==> src/rtl/core/tthk_pkg.sv <==
// Shared types, constants and functions for the text to HID keystroke typer.
// No dependencies; every other file of the block but tthk_ram refers to this package.
`timescale 1ns / 1ps
`default_nettype none

package tthk_pkg;

    localparam int unsigned QUEUE_DEPTH_DEFAULT = 64;

    localparam logic [2:0] OP_CLEAR  = 3'd0;
    localparam logic [2:0] OP_CHAR   = 3'd1;
    localparam logic [2:0] OP_NUMBER = 3'd2;
    localparam logic [2:0] OP_START  = 3'd3;
    localparam logic [2:0] OP_TICK   = 3'd4;

    localparam logic [7:0]  USAGE_LETTER_A = 8'h04;
    localparam logic [7:0]  USAGE_DIGIT_1  = 8'h1E;
    localparam logic [7:0]  USAGE_DIGIT_0  = 8'h27;
    localparam logic [7:0]  USAGE_SPC      = 8'h2C;
    localparam logic [15:0] DEFAULT_PERIOD = 16'd12;

    localparam logic [31:0] DIV10_RECIP = 32'hCCCC_CCCD;
    localparam int unsigned DIV10_SHIFT = 35;
    localparam int unsigned MAX_DIGITS  = 10;
    localparam int unsigned DIG_CNT_W   = 4;

    typedef struct packed {
        logic [2:0]  op;
        logic [7:0]  char_code;
        logic [31:0] number_value;
        logic [15:0] tap_period;
    } t_in_item;

    typedef struct packed {
        logic       event_valid;
        logic [7:0] usage_id;
        logic       key_pressed;
        logic       busy_res;
    } t_out_item;

    typedef struct packed {
        logic       hit;
        logic [7:0] usage;
    } t_map;

    typedef struct packed {
        logic load;
        logic clear;
        logic push_char;
        logic num_init;
        logic mul;
        logic div;
        logic push_dig;
        logic start_play;
        logic count_dec;
        logic stop;
        logic fire;
        logic respond;
    } t_dp_cmd;

    typedef struct packed {
        logic [2:0] op;
        logic       playing;
        logic       cd_gt1;
        logic       queue_done;
        logic       q_zero;
        logic       dig_last;
    } t_dp_status;

    function automatic t_map f_map_char(input logic [7:0] c);
        t_map m;
        m.hit   = 1'b0;
        m.usage = 8'h00;
        if (c >= 8'h61 && c <= 8'h7A) begin
            m.hit   = 1'b1;
            m.usage = USAGE_LETTER_A + (c - 8'h61);
        end else if (c >= 8'h41 && c <= 8'h5A) begin
            m.hit   = 1'b1;
            m.usage = USAGE_LETTER_A + (c - 8'h41);
        end else if (c >= 8'h31 && c <= 8'h39) begin
            m.hit   = 1'b1;
            m.usage = USAGE_DIGIT_1 + (c - 8'h31);
        end else if (c == 8'h30) begin
            m.hit   = 1'b1;
            m.usage = USAGE_DIGIT_0;
        end else if (c == 8'h20) begin
            m.hit   = 1'b1;
            m.usage = USAGE_SPC;
        end
        return m;
    endfunction

endpackage

`default_nettype wire

==> src/rtl/core/tthk_ram.sv <==
// Generic RAM with one write port, a separate read port and a registered read.
// No dependencies.
`timescale 1ns / 1ps
`default_nettype none

module tthk_ram #(
    parameter int unsigned WIDTH = 8,
    parameter int unsigned DEPTH = 64,
    localparam int unsigned ADDR_W = (DEPTH > 1) ? $clog2(DEPTH) : 1
) (
    input  wire logic              i_clk,
    input  wire logic              i_we,
    input  wire logic [ADDR_W-1:0] i_waddr,
    input  wire logic [WIDTH-1:0]  i_wdata,
    input  wire logic [ADDR_W-1:0] i_raddr,
    output logic      [WIDTH-1:0]  o_rdata
);

    logic [WIDTH-1:0] r_mem [DEPTH];
    logic [WIDTH-1:0] r_rdata;

    always_ff @(posedge i_clk) begin
        if (i_we) begin
            r_mem[i_waddr] <= i_wdata;
        end
        r_rdata <= r_mem[i_raddr];
    end

    assign o_rdata = r_rdata;

endmodule

`default_nettype wire

==> src/rtl/core/tthk_dp.sv <==
// Datapath of the typer: usage queue, playback registers, divide-by-ten unit and result register.
// Depends on tthk_pkg and tthk_ram; driven by commands from tthk_ctrl.
`timescale 1ns / 1ps
`default_nettype none

module tthk_dp #(
    parameter int unsigned QUEUE_DEPTH = tthk_pkg::QUEUE_DEPTH_DEFAULT
) (
    input  wire logic                  i_clk,
    input  wire logic                  i_rst_n,
    input  wire tthk_pkg::t_in_item    i_item,
    input  wire tthk_pkg::t_dp_cmd     i_cmd,
    output tthk_pkg::t_dp_status       o_status,
    output logic                       o_res_valid,
    output tthk_pkg::t_out_item        o_result
);

    localparam int unsigned CNT_W  = $clog2(QUEUE_DEPTH + 1);
    localparam int unsigned ADDR_W = (QUEUE_DEPTH > 1) ? $clog2(QUEUE_DEPTH) : 1;
    localparam int unsigned NDIG   = tthk_pkg::MAX_DIGITS;
    localparam int unsigned DCW    = tthk_pkg::DIG_CNT_W;

    tthk_pkg::t_in_item r_item;
    logic [CNT_W-1:0]   r_fill;
    logic [CNT_W-1:0]   r_play;
    logic               r_key_down;
    logic [15:0]        r_period;
    logic [15:0]        r_countdown;
    logic               r_playing;
    logic [31:0]        r_work;
    logic [63:0]        r_prod;
    logic [3:0]         r_digs [NDIG];
    logic [DCW-1:0]     r_dig_cnt;
    logic               r_ev;
    logic [7:0]         r_usage;
    logic               r_press;
    logic               r_strobe;
    tthk_pkg::t_out_item r_out;

    logic [31:0]        n_quot;
    logic [3:0]         n_rem;
    tthk_pkg::t_map     n_char_map;
    tthk_pkg::t_map     n_dig_map;
    logic               n_push;
    logic [7:0]         n_push_usage;
    logic               n_we;
    logic [7:0]         n_rdata;

    assign n_quot = 32'(r_prod >> tthk_pkg::DIV10_SHIFT);
    assign n_rem  = 4'(r_work - ((n_quot << 3) + (n_quot << 1)));

    assign n_char_map   = tthk_pkg::f_map_char(r_item.char_code);
    assign n_dig_map    = tthk_pkg::f_map_char(8'h30 + {4'h0, r_digs[0]});
    assign n_push       = (i_cmd.push_char && n_char_map.hit) || i_cmd.push_dig;
    assign n_push_usage = i_cmd.push_dig ? n_dig_map.usage : n_char_map.usage;
    assign n_we         = n_push && (r_fill < CNT_W'(QUEUE_DEPTH));

    tthk_ram #(
        .WIDTH (8),
        .DEPTH (QUEUE_DEPTH)
    ) u_queue (
        .i_clk   (i_clk),
        .i_we    (n_we),
        .i_waddr (r_fill[ADDR_W-1:0]),
        .i_wdata (n_push_usage),
        .i_raddr (r_play[ADDR_W-1:0]),
        .o_rdata (n_rdata)
    );

    always_ff @(posedge i_clk) begin
        if (!i_rst_n) begin
            r_fill      <= '0;
            r_play      <= '0;
            r_key_down  <= 1'b0;
            r_period    <= tthk_pkg::DEFAULT_PERIOD;
            r_countdown <= '0;
            r_playing   <= 1'b0;
            r_dig_cnt   <= '0;
            r_strobe    <= 1'b0;
        end else begin
            r_strobe <= i_cmd.respond;
            if (i_cmd.load) begin
                r_item  <= i_item;
                r_ev    <= 1'b0;
                r_usage <= 8'h00;
                r_press <= 1'b0;
            end
            if (i_cmd.clear) begin
                r_fill     <= '0;
                r_play     <= '0;
                r_key_down <= 1'b0;
            end
            if (n_we) begin
                r_fill <= r_fill + 1'b1;
            end
            if (i_cmd.num_init) begin
                r_work    <= r_item.number_value;
                r_dig_cnt <= '0;
            end
            if (i_cmd.mul) begin
                r_prod <= 64'(r_work) * 64'(tthk_pkg::DIV10_RECIP);
            end
            if (i_cmd.div) begin
                r_work    <= n_quot;
                r_dig_cnt <= r_dig_cnt + 1'b1;
                r_digs[0] <= n_rem;
                for (int i = 1; i < NDIG; i++) begin
                    r_digs[i] <= r_digs[i-1];
                end
            end
            if (i_cmd.push_dig) begin
                r_dig_cnt <= r_dig_cnt - 1'b1;
                for (int i = 0; i < NDIG - 1; i++) begin
                    r_digs[i] <= r_digs[i+1];
                end
            end
            if (i_cmd.start_play && (r_fill != '0)) begin
                r_period    <= (r_item.tap_period != 16'd0) ? r_item.tap_period
                                                            : tthk_pkg::DEFAULT_PERIOD;
                r_countdown <= 16'd1;
                r_playing   <= 1'b1;
            end
            if (i_cmd.count_dec) begin
                r_countdown <= r_countdown - 16'd1;
            end
            if (i_cmd.stop) begin
                r_fill      <= '0;
                r_play      <= '0;
                r_playing   <= 1'b0;
                r_countdown <= '0;
            end
            if (i_cmd.fire) begin
                r_ev        <= 1'b1;
                r_usage     <= n_rdata;
                r_press     <= !r_key_down;
                r_key_down  <= !r_key_down;
                r_countdown <= r_period;
                if (r_key_down) begin
                    r_play <= r_play + 1'b1;
                end
            end
            if (i_cmd.respond) begin
                r_out.event_valid <= r_ev;
                r_out.usage_id    <= r_usage;
                r_out.key_pressed <= r_press;
                r_out.busy_res    <= (r_fill != '0);
            end
        end
    end

    assign o_status.op         = r_item.op;
    assign o_status.playing    = r_playing;
    assign o_status.cd_gt1     = (r_countdown > 16'd1);
    assign o_status.queue_done = (r_play >= r_fill);
    assign o_status.q_zero     = (n_quot == 32'd0);
    assign o_status.dig_last   = (r_dig_cnt == DCW'(1));

    assign o_res_valid = r_strobe;
    assign o_result    = r_out;

endmodule

`default_nettype wire

==> src/rtl/core/tthk_ctrl.sv <==
// Controller of the typer: sequences each item through the datapath.
// Depends on tthk_pkg; commands tthk_dp.
`timescale 1ns / 1ps
`default_nettype none

module tthk_ctrl (
    input  wire logic                 i_clk,
    input  wire logic                 i_rst_n,
    input  wire logic                 start,
    input  wire tthk_pkg::t_dp_status i_status,
    output logic                      busy,
    output tthk_pkg::t_dp_cmd         o_cmd
);

    typedef enum logic [2:0] {
        S_IDLE,
        S_DECODE,
        S_MUL,
        S_DIV,
        S_PUSH,
        S_FIRE,
        S_DONE
    } t_state;

    t_state r_state;
    t_state n_state;

    always_comb begin
        o_cmd   = '0;
        n_state = r_state;
        case (r_state)
            S_IDLE: begin
                if (start) begin
                    o_cmd.load = 1'b1;
                    n_state    = S_DECODE;
                end
            end
            S_DECODE: begin
                n_state = S_DONE;
                case (i_status.op)
                    tthk_pkg::OP_CLEAR:  o_cmd.clear = 1'b1;
                    tthk_pkg::OP_CHAR:   o_cmd.push_char = 1'b1;
                    tthk_pkg::OP_NUMBER: begin
                        o_cmd.num_init = 1'b1;
                        n_state        = S_MUL;
                    end
                    tthk_pkg::OP_START:  o_cmd.start_play = 1'b1;
                    tthk_pkg::OP_TICK: begin
                        if (i_status.playing) begin
                            if (i_status.cd_gt1) begin
                                o_cmd.count_dec = 1'b1;
                            end else if (i_status.queue_done) begin
                                o_cmd.stop = 1'b1;
                            end else begin
                                n_state = S_FIRE;
                            end
                        end
                    end
                    default: n_state = S_DONE;
                endcase
            end
            S_MUL: begin
                o_cmd.mul = 1'b1;
                n_state   = S_DIV;
            end
            S_DIV: begin
                o_cmd.div = 1'b1;
                n_state   = i_status.q_zero ? S_PUSH : S_MUL;
            end
            S_PUSH: begin
                o_cmd.push_dig = 1'b1;
                if (i_status.dig_last) begin
                    n_state = S_DONE;
                end
            end
            S_FIRE: begin
                o_cmd.fire = 1'b1;
                n_state    = S_DONE;
            end
            S_DONE: begin
                o_cmd.respond = 1'b1;
                n_state       = S_IDLE;
            end
            default: n_state = S_IDLE;
        endcase
    end

    always_ff @(posedge i_clk) begin
        if (!i_rst_n) begin
            r_state <= S_IDLE;
        end else begin
            r_state <= n_state;
        end
    end

    assign busy = (r_state != S_IDLE);

endmodule

`default_nettype wire

==> src/rtl/core/text_to_hid_keystroke_typer.sv <==
// Top level of the text to HID keystroke typer.
// Depends on tthk_pkg, tthk_ctrl, tthk_dp and tthk_ram.
`timescale 1ns / 1ps
`default_nettype none

// An item is taken when start is high and busy is low, and each item gives exactly one result,
// shown on o_result for a single cycle while o_res_valid is high; the receiver must take it then.
// Clear, character, start and tick items that cause no key event pass through the decode and done
// states only; a tick that emits a key event also passes through a fire state, as the queue memory has a
// registered read. A number item of d decimal digits, at most 10, passes once per digit through the
// shared divide-by-ten unit (a reciprocal multiply, then the quotient and remainder), and the
// digits then enter the queue through its single write port one per cycle. The queue memory
// needs no clearing pass after reset.
module text_to_hid_keystroke_typer #(
    parameter int unsigned QUEUE_DEPTH = tthk_pkg::QUEUE_DEPTH_DEFAULT
) (
    input  wire logic                i_clk,
    input  wire logic                i_rst_n,
    input  wire logic                start,
    input  wire tthk_pkg::t_in_item  i_item,
    output logic                     busy,
    output logic                     o_res_valid,
    output tthk_pkg::t_out_item      o_result
);

    tthk_pkg::t_dp_cmd    w_cmd;
    tthk_pkg::t_dp_status w_status;

    tthk_ctrl u_ctrl (
        .i_clk    (i_clk),
        .i_rst_n  (i_rst_n),
        .start    (start),
        .i_status (w_status),
        .busy     (busy),
        .o_cmd    (w_cmd)
    );

    tthk_dp #(
        .QUEUE_DEPTH (QUEUE_DEPTH)
    ) u_dp (
        .i_clk       (i_clk),
        .i_rst_n     (i_rst_n),
        .i_item      (i_item),
        .i_cmd       (w_cmd),
        .o_status    (w_status),
        .o_res_valid (o_res_valid),
        .o_result    (o_result)
    );

    a_accept_busy: assert property (@(posedge i_clk) disable iff (!i_rst_n)
        (start && !busy) |=> busy)
        else $error("busy not raised after a transfer");

    a_result_idle: assert property (@(posedge i_clk) disable iff (!i_rst_n)
        o_res_valid |-> !busy)
        else $error("result shown while an item is still in work");

    a_single_strobe: assert property (@(posedge i_clk) disable iff (!i_rst_n)
        o_res_valid |=> !o_res_valid)
        else $error("result strobe held for more than one cycle");

    a_quiet_result: assert property (@(posedge i_clk) disable iff (!i_rst_n)
        (o_res_valid && !o_result.event_valid) |->
            (o_result.usage_id == 8'h00 && !o_result.key_pressed))
        else $error("result without key event carries event fields");

endmodule

`default_nettype wire

==> config.mk <==
export PLATFORM = sky130hd
export DESIGN_NAME = text_to_hid_keystroke_typer
export DESIGN_NICKNAME = d
export VERILOG_FILES = /design/src/rtl/core/tthk_pkg.sv /design/src/rtl/core/tthk_ram.sv /design/src/rtl/core/tthk_dp.sv /design/src/rtl/core/tthk_ctrl.sv /design/src/rtl/core/text_to_hid_keystroke_typer.sv
export SDC_FILE = /design/constraint.sdc
export NUM_CORES = 2
export LEC_CHECK = 0
export ABC_AREA = 1
export ABC_CLOCK_PERIOD_IN_PS = 8700
export BUFFER_PORTS_ARGS = -buffer_cell sky130_fd_sc_hd__buf_2
export CAP_MARGIN = 0
export CORE_MARGIN = 2
export CORE_UTILIZATION = 65
export CTS_CLUSTER_DIAMETER = 50
export CTS_CLUSTER_SIZE = 8
export DETAILED_ROUTE_END_ITERATION = 10
export PLACE_DENSITY_LB_ADDON = 0.3
export SYNTH_ARGS = -nofsm -noshare
export SYNTH_HDL_FRONTEND = slang
export SYNTH_HIERARCHICAL = 1
export SYNTH_SLANG_ARGS = --single-unit
==> constraint.sdc <==
create_clock -name i_clk -period 8.7 [get_ports i_clk]
set_input_delay 1.74 -clock i_clk [delete_from_list [all_inputs] [get_ports i_clk]]
set_output_delay 1.74 -clock i_clk [all_outputs]
set_load 0.01 [all_outputs]
# After elaboration in Yosys (flattened, before gate mapping)

Memories as Yosys holds them, arrays and structs flattened. A register that Yosys moved wholly into a read port is not among the register bits.
Index checks and enable logic that the tools add are counted.

Register bits: 232
Bits in latches: 0
Memory bits (writable): 552
Memory bits (read-only): 0
Memories: 2

$add $sub $neg: 20
$mul: 1
Div/mod/pow operators: 0
$lt $le $gt $ge: 15
Eq/ne operators: 17
Shift operators: 0
Mux-type cells: 76
Bitwise operators: 10
Reduce and logical (&&, ||, !) cells: 30

Memory list:

| name               | depth | bits a word | read ports | clocked after Yosys merged registers in | write ports | line           | text |
|---|---|---|---|---|---|---|---|
| u_dp.u_queue.r_mem | 64    | 8           | 1          | 1                                       | 1           | tthk_ram.sv:19 | `logic [WIDTH-1:0] r_mem [DEPTH];` |
| u_dp.r_digs        | 10    | 4           | 10         | 0                                       | 10          | tthk_dp.sv:32  | `logic [3:0] r_digs [NDIG];` |

Operators by type and width:

| kind                   | number |
|---|---|
| $mux 16                | 5 |
| $mul 32x32->64 const B | 1 |
| $mux 8                 | 7 |
| $mux 4                 | 12 |
| $mux 9                 | 5 |
| $mux 7                 | 6 |
| $add 3x8->8 const A    | 4 |
| $eq 8x6->1 const B     | 4 |
| $ge 8x7->1 const B     | 4 |
| $le 8x7->1 const B     | 4 |
| $logic_not 32->1       | 1 |
| $mux 32                | 1 |
| $sub 8x7->8 const B    | 4 |
| $mux 29                | 1 |
| $mux 1                 | 26 |
| $mux 3                 | 6 |
| $pmux 3 s6             | 1 |
| $add 5x8->8 const A    | 2 |
| $ge 8x6->1 const B     | 2 |
| $gt 16x1->1 const B    | 1 |
| $le 8x6->1 const B     | 2 |
| $reduce_bool 16->1     | 1 |
| $sub 16x1->16 const B  | 1 |
| $sub 8x6->8 const B    | 2 |
| 29 further kinds       | 66 |

# Depth between registers and ports, before layout

Depth after elaboration: 11
Depth in mapped cells: 31
Depth with buffers taken out: 30

# Modules after synthesis

Netlist, hierarchy kept.

By module, submodules not included:

| module    | instances | cells an instance | area an instance (um^2) | sequential area each (um^2) |
|---|---|---|---|---|
| tthk_dp   | 1         | 3143              | 28373.5                 | 6496.2 |
| tthk_ram  | 1         | 1805              | 21339.2                 | 15534.9 |
| tthk_ctrl | 1         | 58                | 325.3                   | 60.1 |

# Worst setup path before layout

OpenSTA, ideal clock, no wires.

Kind: register -> register
Start: reg u_dp.r_work[8]
End: reg u_dp.r_prod[58], data pin
Arrival time: 5.793 ns
Required time: 8.448 ns
Slack: 2.655 ns
Stages on the path, launching flop included: 23
Path through: edfxtp_1 ha_1 clkbuf_1 xor2_1 ha_1 or2_2 fa_1 fa_1 fa_1 fa_1 fa_1 ha_1 ha_1 nand2_1 inv_1 nand3_1 inv_1 a21oi_1 o21ai_0 a21oi_1 nand2_1 nand2_1 nand2_1

Cells in the longest elaborated chain, start to end: 1

RTL lines:

| item                     | line           | text |
|---|---|---|
| start: declaration       | tthk_dp.sv:30  | `logic [31:0] r_work;` |
| start signal: assignment | tthk_dp.sv:97  | `r_work <= r_item.number_value;` |
| start signal: assignment | tthk_dp.sv:104 | `r_work <= n_quot;` |
| $mul 32x32->64           | tthk_dp.sv:101 | `r_prod <= 64'(r_work) * 64'(tthk_pkg::DIV10_RECIP);` |
| end signal: assignment   | tthk_dp.sv:101 |  |
| end: declaration         | tthk_dp.sv:31  | `logic [63:0] r_prod;` |

No other way between the ends.
A chain may end at the register's enable or synchronous reset.

# Worst setup path in the final report

Start: reg u_dp.r_work[7]
End: reg u_dp.r_prod[48], data pin

The elaborated chain is that of the path after synthesis.

==> key figures <==
GRT
  – Total gr overflow: 0
  – Antenna violations before repair: 7
  – GRT Util Overall: 37.4%
  – Largest net degree at the start of global routing: 120
  – First-pass GRT wire length: 218000 um
  – Vias in the first global route: 37200

Floorplan
  – Core Box Area: roughly 0.076 mm2
  – Initial Utilization: 65.8%
  – Die Ht: 281 um
  – Width of the chip: 281 um
  – IO Count: 75
  – Die area: 0.0792 mm2
  – Site Rows: 101

Route
  – Residual DRC count: 0
  – DRT iter0 DRCs: 3703
  – Antenna Violating Nets Remaining: 0
  – Via count: 36700
  – Routed WL: 146000 um
  – Avg WL per Cell: 23.1 um
  – Pre-antenna DRT Iters: 9
  – Via density: about 5.8

Timing
  – Fin. Hold Viols: 0
  – Endpoints failing setup: 0
  – Fin worst setup slack: 1160 ps
  – Relative slew slack: around a quarter
  – Fmax: approximately 0.13 GHz
  – Unrepaired setup endpoints after global routing: false
  – Final worst path period share: 86.7%
  – Fin. max-slew vios: 0
  – Final Critical Period: 7540 ps
  – Worst slew pin tran: around 1100 ps
  – Final Skew: 78.0 ps
  – Fin Setup TNS: 0 ps

Worst setup path
  – Critical-path top delay cell: ha_1
  – Setup crit end kind: register
  – Crit-path max FO: 8
  – Crit path top cell by count: fa_1
  – Largest stage delay, worst path: 660 ps
  – Crit path cell chain: ha_1 -> inv_1 -> nand2_1 -> nand2_1 -> o21ai_0 -> fa_1 -> fa_1 -> fa_1 -> fa_1 -> fa_1 -> ha_1 -> ha_1 -> nand2_1 -> nor2_1 -> inv_1 -> nor2_1 -> inv_1 -> nor2_1 -> nand4_1 -> nand4_1 -> nand2_1
  – CP arrival: ~7900 ps
  – Crit start category: register
  – Worst EP required: 9040 ps
  – WS Path Type: register to register

Yosys
  – Xor and xnor area share after synthesis: 1.19%
  – Post-Syn Area: 0.0500 mm2
  – Top cell type's share of synthesized area: 41.6%
  – Post-synthesis mux area share: 0%
  – Sequential share of the synthesized area: 44.1%
  – Synth Area in Compound Gates: 3.96%
  – Ys async rst share: 0%
  – Main combinational cell family by area after synthesis: adder cells
  – Adder-cell share of the synthesized area: about a quarter
  – Main area contributors after synthesis: edfxtp_1, fa_1, ha_1
  – Flops & latches, synth: roughly 760
  – Avg Cell Area, Syn: between 9 and 10 um2
  – EDFF count, synth: 693
  – Post-Syn Instances: about 5000
  – Ys flop type: edfxtp_1
  – Cell taking the most area after synthesis: edfxtp_1
  – Warnings from Yosys: 6
  – Post-Synth Simple-Gate Area: 17.5%
  – Library cells used by synthesis: 59

Cells and area
  – Layout net count: 6034
  – Most frequent cells in the layout: nand2_1, inv_1, edfxtp_1
  – Most common library cell in the layout ignoring fill and taps: nand2_1
  – Area of the multi-input gates: 0.0243 mm2
  – Fill count: 5393
  – Area growth syn-to-layout: 10.0%
  – Share of post-route cells with drive strength above 1: 6.04%
  – Reg area: 0.0221 mm2

Placed design
  – Port Buffers: 74
  – Place WS: 1370 ps
  – GP Congestion: a little over 1
  – DPL Wire Length: 108000 um

Clocking
  – Post-CTS Hold Buffers: 0
  – Clock H-tree levels: 3
  – Cts bufs inserted: 115
  – Post_cts resized: 0
  – CTS tree: built
  – # Post-CTS Setup Buffers: 0
  – CTS Buffer Depth: 3
  – CTS sink cnt: about 760
  – Clock transition at the registers of the reported paths: 50 ps
  – Root Driver: clkbuf_16
  – Clk Latency, worst-skew pair: 700 ps

Outcome
  – Status: complete, no violations

Worst hold path
  – Worst hold path type: register to register

Flow run
  – Max cap viols: 0
[per-layer routing]
metal / vias to the layer above / share of wire [%] / global-route usage (%)
met1: 17700 / 36 / 45.3
met2: 1906 / 49 / 63.4
met4: 10 / 7.0 / 22.1
met5: - / 0.062 / 0
met3: 472 / 7.8 / 6.34
li1: 16600 / - / -
[sequential cells by signal, indices dropped and copies added (netlist names), 4 cells and up]
register / flops
u_dp/u_queue/r_mem: 512
u_dp/r_countdown: 16
u_dp/r_item: 56
u_dp/r_work: 32
u_dp/r_play: 7
u_dp/r_period: 16
u_dp/o_result: 11
u_dp/u_queue/o_rdata: 8
u_dp/r_dig_cnt: 4
u_dp/r_usage: 8
u_dp/r_fill: 7
u_dp/r_prod: 29
u_dp/r_digs: 40
[final cells by class]
cell class | instances | area share (%)
repair buffers | 112 | 1.19
well taps | 1030 | 2.34
flip-flops and latches | 757 | 40.1
diodes | 1 | 0.00455
clock inverters | 27 | 0.868
inverters | 856 | 5.86
clock buffers | 159 | 5.53
multi-input cells | 3371 | 44.1
[cell families (layout without fill, tap and decap cells)]
| family | Yosys count | in the layout |
|---|---|---|
| AOI/OAI and AO/OA | 359 | 359 |
| xor gates and xnor gates | 68 | 68 |
| adders and majority gates | 759 | 759 |
| buffers and inverters | 1005 | 1154 |
| DFF | 757 | 757 |
| other | 1 | 129 |
| and+or+nand+nor | 2057 | 2057 |
[through the flow]
stage	util, %	instances	hold WS [ps]	cell area [um2]
after detailed placement	67.7	6126	408	51500
final	72.4	6313	420	55100
after CTS	72.4	6312	421	55100
after global routing	72.4	6312	423	55100
after floorplan	-	5133	400	50500
after global placement	67.7	6126	404	51500
[critical path: cells and delay by family (launching register included)]
family | cells | cell delay [ps]
AO/OA/AOI/OAI | 1 | 610
adder cells (fa/ha/maj) | 8 | 4110
AND/OR/NAND/NOR | 9 | 1520
buffers and inverters | 3 | 330
flip-flops | 1 | 610
[Yosys cell counts (all sizes together) (2+ instances only)]
library cell  number
nor4              17
xor2              55
nand3            534
o21ai            145
buf              111
o221ai             3
xnor2             13
dfxtp             64
nor3              36
clkinv             4
inv              852
nand2           1165
nand3b             6
fa               387
o21a               6
nor2             256
edfxtp           693
a21o              14
o21bai            17
a22oi              2
or2                6
ha               372
a21oi            140
a21boi             4
o211ai             4
clkbuf            38
nand4             35
o31ai              2
a31oi             15
[path summary, 6_finish.rpt]
| path | depth (start not counted) | endpoint | slack [ps] | from |
|---|---|---|---|---|
| setup / recovery | 21 | u_dp/r_prod[48] | 1160 | u_dp/r_work[7] |
| hold / removal | 0 | u_dp/o_result[9] | 420 | u_dp/r_usage[7] |
| setup reg to reg | 21 | u_dp/r_prod[48] | 1160 | u_dp/r_work[7] |
| hold reg to reg | 0 | u_dp/o_result[9] | 420 | u_dp/r_usage[7] |
Power is not shown: default switching activity piles up to over one toggle a cycle in this logic, so the estimate is an artifact.
